[config.mk]
export PLATFORM = sky130hd
export DESIGN_NAME = byte_range_lock_table
export DESIGN_NICKNAME = d
export VERILOG_FILES = /design/src/rtl/brlt_pkg.sv /design/src/rtl/byte_range_lock_table.sv /design/src/rtl/brlt_ram.sv
export SDC_FILE = /design/constraint.sdc
export NUM_CORES = 2
export LEC_CHECK = 0
export BUFFER_PORTS_ARGS = -buffer_cell sky130_fd_sc_hd__buf_2
export CORE_UTILIZATION = 50
export CTS_CLUSTER_SIZE = 24
export DETAILED_ROUTE_END_ITERATION = 8
export PLACE_DENSITY = 0.73
export REMOVE_ABC_BUFFERS = 1
export SETUP_SLACK_MARGIN = 0.05
export SYNTH_ARGS = -nofsm -noshare
export SYNTH_HDL_FRONTEND = slang
export SYNTH_SLANG_ARGS = --single-unit
[constraint.sdc]
create_clock -name clk -period 18.97 [get_ports clk]
set_input_delay 0.9485 -clock clk [delete_from_list [all_inputs] [get_ports clk]]
set_output_delay 0.9485 -clock clk [all_outputs]
set_load 0.005 [all_outputs]
[src/rtl/brlt_pkg.sv]
// package: types, widths and codes of the byte-range lock table
package brlt_pkg;

  localparam int TABLE_DEPTH = 8;
  localparam int IDX_W       = (TABLE_DEPTH > 1) ? $clog2(TABLE_DEPTH) : 1;
  localparam int CNT_W       = $clog2(TABLE_DEPTH + 1);
  localparam int MAX_WAKES   = 16;
  localparam int WAKE_W      = $clog2(MAX_WAKES + 1);

  localparam logic [63:0] HIGH_OFFSET = 64'h0000_0000_EF00_0000;
  localparam int TOP_BIT = 63;

  localparam int IN_DATA_W  = 216;
  localparam int IN_USER_W  = 2;
  localparam int OUT_DATA_W = 40;
  localparam int OUT_USER_W = 1;

  typedef enum logic [1:0] {
    CMD_LOCK   = 2'd0,
    CMD_UNLOCK = 2'd1,
    CMD_TEST   = 2'd2,
    CMD_CLOSE  = 2'd3
  } cmd_t;

  localparam logic [1:0] K_READ  = 2'd0;
  localparam logic [1:0] K_WRITE = 2'd1;
  localparam logic [1:0] K_PEND  = 2'd2;

  localparam logic [2:0] ST_OK        = 3'd0;
  localparam logic [2:0] ST_CONFLICT  = 3'd1;
  localparam logic [2:0] ST_NOT_GRANT = 3'd2;
  localparam logic [2:0] ST_FULL      = 3'd3;
  localparam logic [2:0] ST_NOT_FOUND = 3'd4;
  localparam logic [2:0] ST_TEST_HIT  = 3'd5;

  localparam logic KIND_FINAL = 1'b0;
  localparam logic KIND_WAKE  = 1'b1;

  typedef struct packed {
    logic        flav;
    logic [1:0]  kind;
    logic [15:0] handle;
    logic [63:0] owner;
    logic [63:0] size;
    logic [63:0] start;
  } entry_t;

  localparam int ENTRY_W = $bits(entry_t);

endpackage

[src/rtl/byte_range_lock_table.sv]
// top level: byte-range lock table for one file, scanned through one ram
//
// usage:
//   in_*  channel carries one request: lock, unlock, test or close-handle
//         (command in in_tuser); in_tready is high only while the block is idle
//   out_* channel returns zero or more wake notices (out_tuser = 1) and then
//         exactly one final status (out_tuser = 0, out_tlast = 1)
// sequence:
//   each entry visit is a ram read state (S_RD) and an evaluate state (S_EV);
//   lock and test scan the entries in order, stop at the first hit and then
//   load their status; the block is idle again once that status is loaded.
//   unlock of a non-pending entry and close add a waiter scan over all entries,
//   and every removal adds a compaction of the entries above it; close repeats
//   that per removed entry, and every stalled wake notice adds its wait
// reset:
//   entry count and the last-failure record clear at once; the ram contents
//   are not cleared, entries at or above the count are never read
// stall:
//   results sit in an output register; while it is full and out_tready is
//   low the sequencer waits in its wake or final state, the table is left untouched
module byte_range_lock_table (
  input  logic                           clk,
  input  logic                           rst_n,
  input  logic                           in_tvalid,
  output logic                           in_tready,
  // client_pid, server_pid, tree_id, file_handle, range_start, range_size,
  // lock_kind, flavour, pending_only, zero fill
  input  logic [brlt_pkg::IN_DATA_W-1:0]  in_tdata,
  // command
  input  logic [brlt_pkg::IN_USER_W-1:0]  in_tuser,
  output logic                           out_tvalid,
  input  logic                           out_tready,
  // status, own_context, pre_unlock, wake_pid, zero fill
  output logic [brlt_pkg::OUT_DATA_W-1:0] out_tdata,
  // kind
  output logic [brlt_pkg::OUT_USER_W-1:0] out_tuser,
  output logic                           out_tlast
);

  import brlt_pkg::*;

  typedef enum logic [2:0] {
    S_IDLE, S_RD, S_EV, S_WRD, S_WEV, S_SHRD, S_SHWR, S_FINAL
  } state_t;

  state_t state_r;

  // request registers
  cmd_t        cmd_r;
  logic [63:0] r_owner_r;
  logic [15:0] r_handle_r;
  logic [63:0] r_start_r;
  logic [63:0] r_size_r;
  logic [63:0] r_end_r;
  logic [1:0]  r_kind_r;
  logic        r_flav_r;
  logic        pend_only_r;

  // scan state
  logic [CNT_W-1:0]  cnt_r;
  logic [CNT_W-1:0]  i_r;
  logic [CNT_W-1:0]  j_r;
  logic [WAKE_W-1:0] wakes_r;
  logic [63:0]       e_start_r;
  logic [63:0]       e_end_r;

  // last failure record
  logic [63:0] fail_owner_r;
  logic [15:0] fail_handle_r;
  logic [63:0] fail_start_r;
  logic [63:0] fail_size_r;

  // final status fields
  logic [2:0] fin_status_r;
  logic       fin_own_r;
  logic       fin_pre_r;

  // output register
  logic                  out_valid_r;
  logic [OUT_DATA_W-1:0] out_data_r;
  logic                  out_kind_r;
  logic                  out_last_r;

  // ram port
  logic               ram_we;
  logic [IDX_W-1:0]   ram_waddr;
  entry_t             ram_wdata;
  logic               ram_re;
  logic [IDX_W-1:0]   ram_raddr;
  logic [ENTRY_W-1:0] ram_rdata;
  entry_t             ent;
  entry_t             req_ent;

  logic [CNT_W-1:0] jp1;
  logic             out_free;
  logic             table_full;

  // evaluation of the entry just read
  logic [63:0] ent_end;
  logic        ovl;
  logic        same_owner;
  logic        same_handle;
  logic        lock_hit;
  logic        test_hit;
  logic        exact_hit;
  logic        key_hit;
  logic        fail_repeat;
  logic        wake_ovl;
  logic        wake_want;
  logic [63:0] p_end;

  assign ent        = entry_t'(ram_rdata);
  assign jp1        = j_r + 1'b1;
  assign out_free   = !out_valid_r || out_tready;
  assign table_full = (cnt_r >= CNT_W'(TABLE_DEPTH));
  assign in_tready  = (state_r == S_IDLE);

  assign req_ent.flav   = r_flav_r;
  assign req_ent.kind   = r_kind_r;
  assign req_ent.handle = r_handle_r;
  assign req_ent.owner  = r_owner_r;
  assign req_ent.size   = r_size_r;
  assign req_ent.start  = r_start_r;

  always_comb begin
    ent_end     = ent.start + ent.size;
    same_owner  = (ent.owner == r_owner_r);
    same_handle = (ent.handle == r_handle_r);
    ovl = (ent.size != 64'd0 && ent.start == r_start_r && ent.size == r_size_r) ||
          !(ent.start >= r_end_r || r_start_r >= ent_end);
    // lock rule: pending and read/read exemptions, same-owner same-handle read exemption
    lock_hit = !(ent.kind == K_PEND || r_kind_r == K_PEND) &&
               !(ent.kind == K_READ && r_kind_r == K_READ) &&
               !(same_owner && r_kind_r == K_READ && same_handle) && ovl;
    // test rule: read/write-path exemptions
    test_hit = !(ent.kind == K_PEND || r_kind_r == K_PEND) &&
               !(ent.kind == K_READ && r_kind_r == K_READ) &&
               !(ent.flav && r_flav_r) &&
               !(!(r_kind_r == K_WRITE && ent.kind == K_READ) &&
                 same_owner && same_handle) && ovl;
    exact_hit = same_owner && same_handle && ent.start == r_start_r &&
                ent.size == r_size_r && (!pend_only_r || ent.kind == K_PEND);
    key_hit   = (ent.owner[63:16] == r_owner_r[63:16]) && same_handle;
    fail_repeat = (fail_owner_r == r_owner_r) && (fail_handle_r == r_handle_r) &&
                  (fail_start_r == r_start_r) && (fail_size_r == r_size_r);
    // waiter overlap against the entry being removed
    p_end    = ent.start + ent.size;
    wake_ovl = (e_start_r <= ent.start && e_end_r > ent.start) ||
               (e_start_r >= ent.start && e_start_r <= p_end);
    wake_want = (ent.kind == K_PEND) && wake_ovl &&
                !(cmd_r == CMD_CLOSE && key_hit);
  end

  // ram control
  always_comb begin
    ram_we    = 1'b0;
    ram_waddr = cnt_r[IDX_W-1:0];
    ram_wdata = req_ent;
    ram_re    = 1'b0;
    ram_raddr = i_r[IDX_W-1:0];
    unique case (state_r)
      S_RD: begin
        if (i_r < cnt_r) begin
          ram_re = 1'b1;
        end else if (cmd_r == CMD_LOCK && !table_full) begin
          ram_we = 1'b1;
        end
      end
      S_WRD: begin
        ram_re    = (j_r < cnt_r);
        ram_raddr = j_r[IDX_W-1:0];
      end
      S_SHRD: begin
        ram_re    = (jp1 < cnt_r);
        ram_raddr = jp1[IDX_W-1:0];
      end
      S_SHWR: begin
        ram_we    = 1'b1;
        ram_waddr = j_r[IDX_W-1:0];
        ram_wdata = ent;
      end
      default: begin
      end
    endcase
  end

  brlt_ram #(
    .WIDTH (ENTRY_W),
    .DEPTH (TABLE_DEPTH)
  ) u_ram (
    .clk   (clk),
    .we    (ram_we),
    .waddr (ram_waddr),
    .wdata (ram_wdata),
    .re    (ram_re),
    .raddr (ram_raddr),
    .rdata (ram_rdata)
  );

  always_ff @(posedge clk) begin
    if (!rst_n) begin
      state_r       <= S_IDLE;
      cnt_r         <= '0;
      fail_owner_r  <= '0;
      fail_handle_r <= '0;
      fail_start_r  <= '0;
      fail_size_r   <= '0;
      out_valid_r   <= 1'b0;
      wakes_r       <= '0;
      i_r           <= '0;
      j_r           <= '0;
    end else begin
      if (out_valid_r && out_tready) begin
        out_valid_r <= 1'b0;
      end
      unique case (state_r)
        S_IDLE: begin
          if (in_tvalid) begin
            cmd_r        <= cmd_t'(in_tuser);
            r_owner_r    <= {in_tdata[47:16], in_tdata[63:48], in_tdata[15:0]};
            r_handle_r   <= in_tdata[79:64];
            r_start_r    <= in_tdata[143:80];
            r_size_r     <= in_tdata[207:144];
            r_end_r      <= in_tdata[143:80] + in_tdata[207:144];
            // kind three is kept as a write lock
            r_kind_r     <= (in_tdata[209:208] == 2'd3) ? K_WRITE : in_tdata[209:208];
            r_flav_r     <= in_tdata[210];
            pend_only_r  <= in_tdata[211];
            i_r          <= '0;
            wakes_r      <= '0;
            fin_own_r    <= 1'b0;
            fin_pre_r    <= 1'b0;
            fin_status_r <= ST_OK;
            if (in_tdata[210] && cmd_t'(in_tuser) == CMD_LOCK) begin
              fin_status_r <= ST_NOT_GRANT;
              state_r      <= S_FINAL;
            end else if (in_tdata[210] && cmd_t'(in_tuser) == CMD_UNLOCK) begin
              state_r <= S_FINAL;
            end else begin
              state_r <= S_RD;
            end
          end
        end
        S_RD: begin
          if (i_r < cnt_r) begin
            state_r <= S_EV;
          end else begin
            // end of scan without a hit
            case (cmd_r)
              CMD_LOCK: begin
                if (table_full) begin
                  fin_status_r <= ST_FULL;
                end else begin
                  cnt_r <= cnt_r + 1'b1;
                end
              end
              CMD_UNLOCK: fin_status_r <= ST_NOT_FOUND;
              default:    fin_status_r <= ST_OK;
            endcase
            state_r <= S_FINAL;
          end
        end
        S_EV: begin
          state_r <= S_RD;
          i_r     <= i_r + 1'b1;
          unique case (cmd_r)
            CMD_LOCK: begin
              if (lock_hit) begin
                i_r       <= i_r;
                fin_own_r <= same_owner;
                if (fail_repeat) begin
                  fin_status_r <= ST_CONFLICT;
                end else begin
                  fail_owner_r  <= r_owner_r;
                  fail_handle_r <= r_handle_r;
                  fail_start_r  <= r_start_r;
                  fail_size_r   <= r_size_r;
                  fin_status_r  <= (r_start_r >= HIGH_OFFSET && !r_start_r[TOP_BIT]) ?
                                   ST_CONFLICT : ST_NOT_GRANT;
                end
                state_r <= S_FINAL;
              end
            end
            CMD_TEST: begin
              if (test_hit) begin
                fin_status_r <= ST_TEST_HIT;
                state_r      <= S_FINAL;
              end
            end
            CMD_UNLOCK: begin
              if (exact_hit) begin
                i_r       <= i_r;
                e_start_r <= ent.start;
                e_end_r   <= ent_end;
                if (ent.kind != K_PEND) begin
                  fin_pre_r <= 1'b1;
                  j_r       <= '0;
                  state_r   <= S_WRD;
                end else begin
                  j_r     <= i_r;
                  state_r <= S_SHRD;
                end
              end
            end
            CMD_CLOSE: begin
              if (key_hit) begin
                i_r       <= i_r;
                e_start_r <= ent.start;
                e_end_r   <= ent_end;
                j_r       <= '0;
                state_r   <= S_WRD;
              end
            end
            default: begin
            end
          endcase
        end
        S_WRD: begin
          if (j_r < cnt_r) begin
            state_r <= S_WEV;
          end else begin
            j_r     <= i_r;
            state_r <= S_SHRD;
          end
        end
        S_WEV: begin
          if (wake_want && wakes_r < WAKE_W'(MAX_WAKES)) begin
            if (out_free) begin
              out_valid_r <= 1'b1;
              out_kind_r  <= KIND_WAKE;
              out_last_r  <= 1'b0;
              out_data_r  <= {3'b000, ent.owner[63:32], 5'b00000};
              wakes_r     <= wakes_r + 1'b1;
              j_r         <= jp1;
              state_r     <= S_WRD;
            end
          end else begin
            j_r     <= jp1;
            state_r <= S_WRD;
          end
        end
        S_SHRD: begin
          if (jp1 < cnt_r) begin
            state_r <= S_SHWR;
          end else begin
            // compaction done
            cnt_r <= cnt_r - 1'b1;
            if (cmd_r == CMD_CLOSE) begin
              state_r <= S_RD;
            end else begin
              fin_status_r <= ST_OK;
              state_r      <= S_FINAL;
            end
          end
        end
        S_SHWR: begin
          j_r     <= jp1;
          state_r <= S_SHRD;
        end
        S_FINAL: begin
          if (out_free) begin
            out_valid_r <= 1'b1;
            out_kind_r  <= KIND_FINAL;
            out_last_r  <= 1'b1;
            out_data_r  <= {3'b000, 32'd0, fin_pre_r, fin_own_r, fin_status_r};
            state_r     <= S_IDLE;
          end
        end
        default: state_r <= S_IDLE;
      endcase
    end
  end

  assign out_tvalid = out_valid_r;
  assign out_tdata  = out_data_r;
  assign out_tuser  = out_kind_r;
  assign out_tlast  = out_last_r;

  // entry count never passes the table depth
  a_cnt_bound: assert property (@(posedge clk) disable iff (!rst_n)
    cnt_r <= CNT_W'(TABLE_DEPTH))
    else $error("entry count above table depth");

  // wake notices per command stay within the cap
  a_wake_cap: assert property (@(posedge clk) disable iff (!rst_n)
    wakes_r <= WAKE_W'(MAX_WAKES))
    else $error("too many wake notices");

  // the table is never written while a request may be accepted
  a_no_idle_write: assert property (@(posedge clk) disable iff (!rst_n)
    in_tready |-> !ram_we)
    else $error("ram write while idle");

  // a final status always brings the block back to idle
  a_final_idle: assert property (@(posedge clk) disable iff (!rst_n)
    (state_r == S_FINAL && out_free) |=> (state_r == S_IDLE && out_tvalid && out_tlast))
    else $error("final status not issued");

endmodule

[src/rtl/brlt_ram.sv]
// generic single-write, single-read ram with registered read data
module brlt_ram #(
  parameter int WIDTH = 8,
  parameter int DEPTH = 8
) (
  input  logic                                  clk,
  input  logic                                  we,
  input  logic [((DEPTH > 1) ? $clog2(DEPTH) : 1)-1:0] waddr,
  input  logic [WIDTH-1:0]                      wdata,
  input  logic                                  re,
  input  logic [((DEPTH > 1) ? $clog2(DEPTH) : 1)-1:0] raddr,
  output logic [WIDTH-1:0]                      rdata
);

  logic [WIDTH-1:0] mem [DEPTH];

  always_ff @(posedge clk) begin
    if (we) begin
      mem[waddr] <= wdata;
    end
    if (re) begin
      rdata <= mem[raddr];
    end
  end

endmodule

==> flow_summary.ini <==
[timing]
max_clock_freq_ghz = 0.09890
worst_pin_slew_ns = 1.497
rsz0062_at_grt = false
fin_ws_ns = 8.859
slew_headroom_pct = -0.7050
setup_violations = 0
period_share_pct = 53.30
fin_tns_setup_ns = 0
fin_crit_ns = 10.11
hold_ws_ns = 0.1667
hold_viol_final = 0
drv_slew = 1
skew_ns = 0.07042

[pwr]
leakagePower_uw = 0.04839
ir_drop_mv = 0.1177
cellPowerDensity_nw_per_um2 = 148.4

[setup_path]
required_ns = 19.75
reg2reg_to = fail_owner_r[9]$_SDFFE_PN0P_
cp.depth = 29
crit_buf_inv = 3
crit_slowest_cell = and4_4
worstPathArrival_ns = 10.89
setup.worst_path.class = flip-flop to flip-flop
critPathTopFamily = compound AO/OA/AOI/OAI gates
cp-end-kind = flip-flop
r2r_setup_slack_ns = 8.86
slowest_delay_ns = 0.95
startpoint = u_ram.rdata[0]$_DFFE_PP_
endpoint = fail_owner_r[9]$_SDFFE_PN0P_
r2r_cells = 29
worstPathMaxFanout = 52
r2r_start = u_ram.rdata[0]$_DFFE_PP_
critPathLaunchType = flip-flop

[detailed_routing]
vias_per_cell = 6.016
drc_errors = 0
wl_per_cell_um = 26.17
first_iter_violations = 9642
drt-total-wl_mm = 351.0
dr.pass1.iters = 8
antenna_left = 0
vias = 80693

[layout]
syn_to_final_growth_pct = 11.29
multi_input_area_um2 = 38650
area.sequential_um2 = 75120
num-fill-cells = 18304
nNetsFinal = 10864
drive_gt1_share_pct = 7.755

[floorplan]
io_pins = 266
core.rowCount = 176
die_h_um = 484.5
die_area_um2 = 234800
die_x_um = 484.5
coreArea_um2 = 230800
initial_utilization_pct = 50.44

[clocking]
post_cts_buffers = 0
cts_buffers = 283
clock_latency_ns = 0.96
cts_tree = built
cts_root_buffer = clkbuf_16
ctsHtreeMaxLevel = 5
clk_pin_slew_ns = 0.06
cts_sinks = 2578
post_cts_hold_buffer_count = 0
clock_path_buffers = 4
ctsResizeCount = 0

[synth]
synth_seq_cells = 2578
async_flop_share_pct = 0
yosysWarnings = 0
yosysMostFrequentCell = nand2_1
postSynthAreaPerCell_um2 = 11.68
ys_types = 83
synth_edf_count = 2349
synth_top_area_share_pct = 60.59
synthCells = 9965
synth.area.top_cells = edfxtp_1, nand2_1, ha_1, dfxtp_1, a21oi_1
yosysTopAreaCell = edfxtp_1
yosysSeqAreaShare_pct = 64.53
ys_top_cells_by_count = nand2_1, edfxtp_1, a21oi_1
synth-main-ff-cell = edfxtp_1
synthesis.area_um2 = 116400

[grt]
antenna_found_initial = 9
grt_max_degree = 208
grt_usage_pct = 29.35
grt.overflow.total = 0
grt_first_pass_wirelength_mm = 507.2
grt_pass1_vias = 77862

[place]
dp_hpwl_mm = 229.4
portBuffers = 258
dpl_worst_slack_ns = 9.129
finalWeightedCongestion = 0.9900

[min_path]
hold_path.class = input port to flip-flop

[run_status]
outcome = complete, but fails checks
failed_checks = max-capacitance violations, max-slew violations

[flow_run]
maxCapViolations = 1
-- how the worst min path moves through the flow --
stage | from | endpoint | slack (ns) | depth (start not counted)
floorplan | wakes_r[4]$_SDFFE_PN0P_ | wakes_r[4]$_SDFFE_PN0P_ | 0.43 | 2
global placement | wakes_r[3]$_SDFFE_PN0P_ | wakes_r[3]$_SDFFE_PN0P_ | 0.47 | 2
detailed placement | wakes_r[4]$_SDFFE_PN0P_ | wakes_r[4]$_SDFFE_PN0P_ | 0.49 | 2
CTS | in_tdata[38] | r_owner_r[54]$_DFFE_PP_ | 0.12 | 1
global route | in_tdata[33] | r_owner_r[49]$_DFFE_PP_ | 0.15 | 1
finish | in_tdata[79] | r_handle_r[15]$_DFFE_PP_ | 0.17 | 1
-- cell type report --
type | count | area share, %
antenna | 6 | 0.01159
clock buffer | 365 | 5.879
clock inverter | 119 | 0.8161
inverter | 263 | 0.7678
multi-input combinational | 6673 | 29.83
sequential | 2578 | 57.99
tap | 3026 | 2.923
timing repair buffer | 382 | 1.783
-- layer usage --
metal	GRT usage, %	wire (um)
met5	0	57
met4	19.11	25350
met3	5.269	32010
met2	46.21	161400
met1	37.36	132200
-- report_power, final --
| group | total [uW] | switching [uW] | internal [uW] |
|---|---|---|---|
| clock network | 5240 | 2170 | 3070 |
| logic | 6250 | 4290 | 1960 |
| registers | 7730 | 578 | 7160 |
-- layout by cell type (no fill, tap or decap), types with 30 or more instances in the layout --
cell type,instances
nand2_1,2719
dfxtp_1,229
buf_4,117
nand3_1,261
o21ai_0,417
ha_1,458
nor4_1,116
nor2b_1,31
nand4_1,127
xnor2_1,214
nor2_1,307
o211ai_1,237
and2_1,45
clkinv_2,34
a31oi_1,30
edfxtp_1,2349
clkinv_1,50
buf_2,258
a21oi_1,648
nand2b_1,37
a21o_1,149
clkbuf_16,288
mux2i_1,209
clkbuf_1,65
inv_1,261
xor2_1,314
-- logic make-up (layout without fill, tap and decap cells) --
| kind of cell | count (synthesis) | in the layout | synth area share [%] |
|---|---|---|---|
| XOR/XNOR | 528 | 528 | 3.973 |
| multiplexers | 209 | 209 | 1.797 |
| AO/OA/AOI/OAI | 1708 | 1708 | 8.824 |
| flip-flops | 2578 | 2578 | 64.53 |
| AND/OR/NAND/NOR | 3764 | 3764 | 13.46 |
| buffers and inverters | 716 | 1129 | 2.439 |
| adder cells (fa/ha/maj) | 461 | 461 | 4.974 |
| other | 1 | 9 | 0.003221 |
-- state kept, by name, indices dropped and copies added, names as in the netlist, 4 cells and up --
name / cells
wakes_r: 5
cnt_r: 4
fail_handle_r: 16
r_start_r: 64
r_owner_r: 64
fail_start_r: 64
r_size_r: 64
out_tdata: 37
u_ram.mem: 1688
j_r: 4
fail_size_r: 64
u_ram.rdata: 211
r_end_r: 64
r_handle_r: 16
fail_owner_r: 64
e_start_r: 64
i_r: 4
e_end_r: 64
-- metrics by stage --
| step | total power (uW) | util (%) | instances | instance area (um^2) |
|---|---|---|---|---|
| finish | 19220 | 56.14 | 13412 | 129500 |
| global route | 20120 | 56.13 | 13407 | 129500 |
| CTS | 19150 | 56.13 | 13406 | 129500 |
| detailed placement | 13910 | 52.37 | 12922 | 120900 |
| global placement | 13710 | 52.37 | 12922 | 120900 |
| floorplan | 14560 | - | 9514 | 114600 |
-- worst reg2reg max path: cells and delay by family (launching register included) --
kind,cells,cell delay [ns]
adder cells (fa/ha/maj),3,0.97
flip-flops,1,0.58
AO/OA/AOI/OAI,16,4.70
XOR/XNOR,1,0.28
multiplexers,1,0.30
AND/OR/NAND/NOR,5,1.42
buffers and inverters,3,1.74
(Power assumes the default switching activity.)
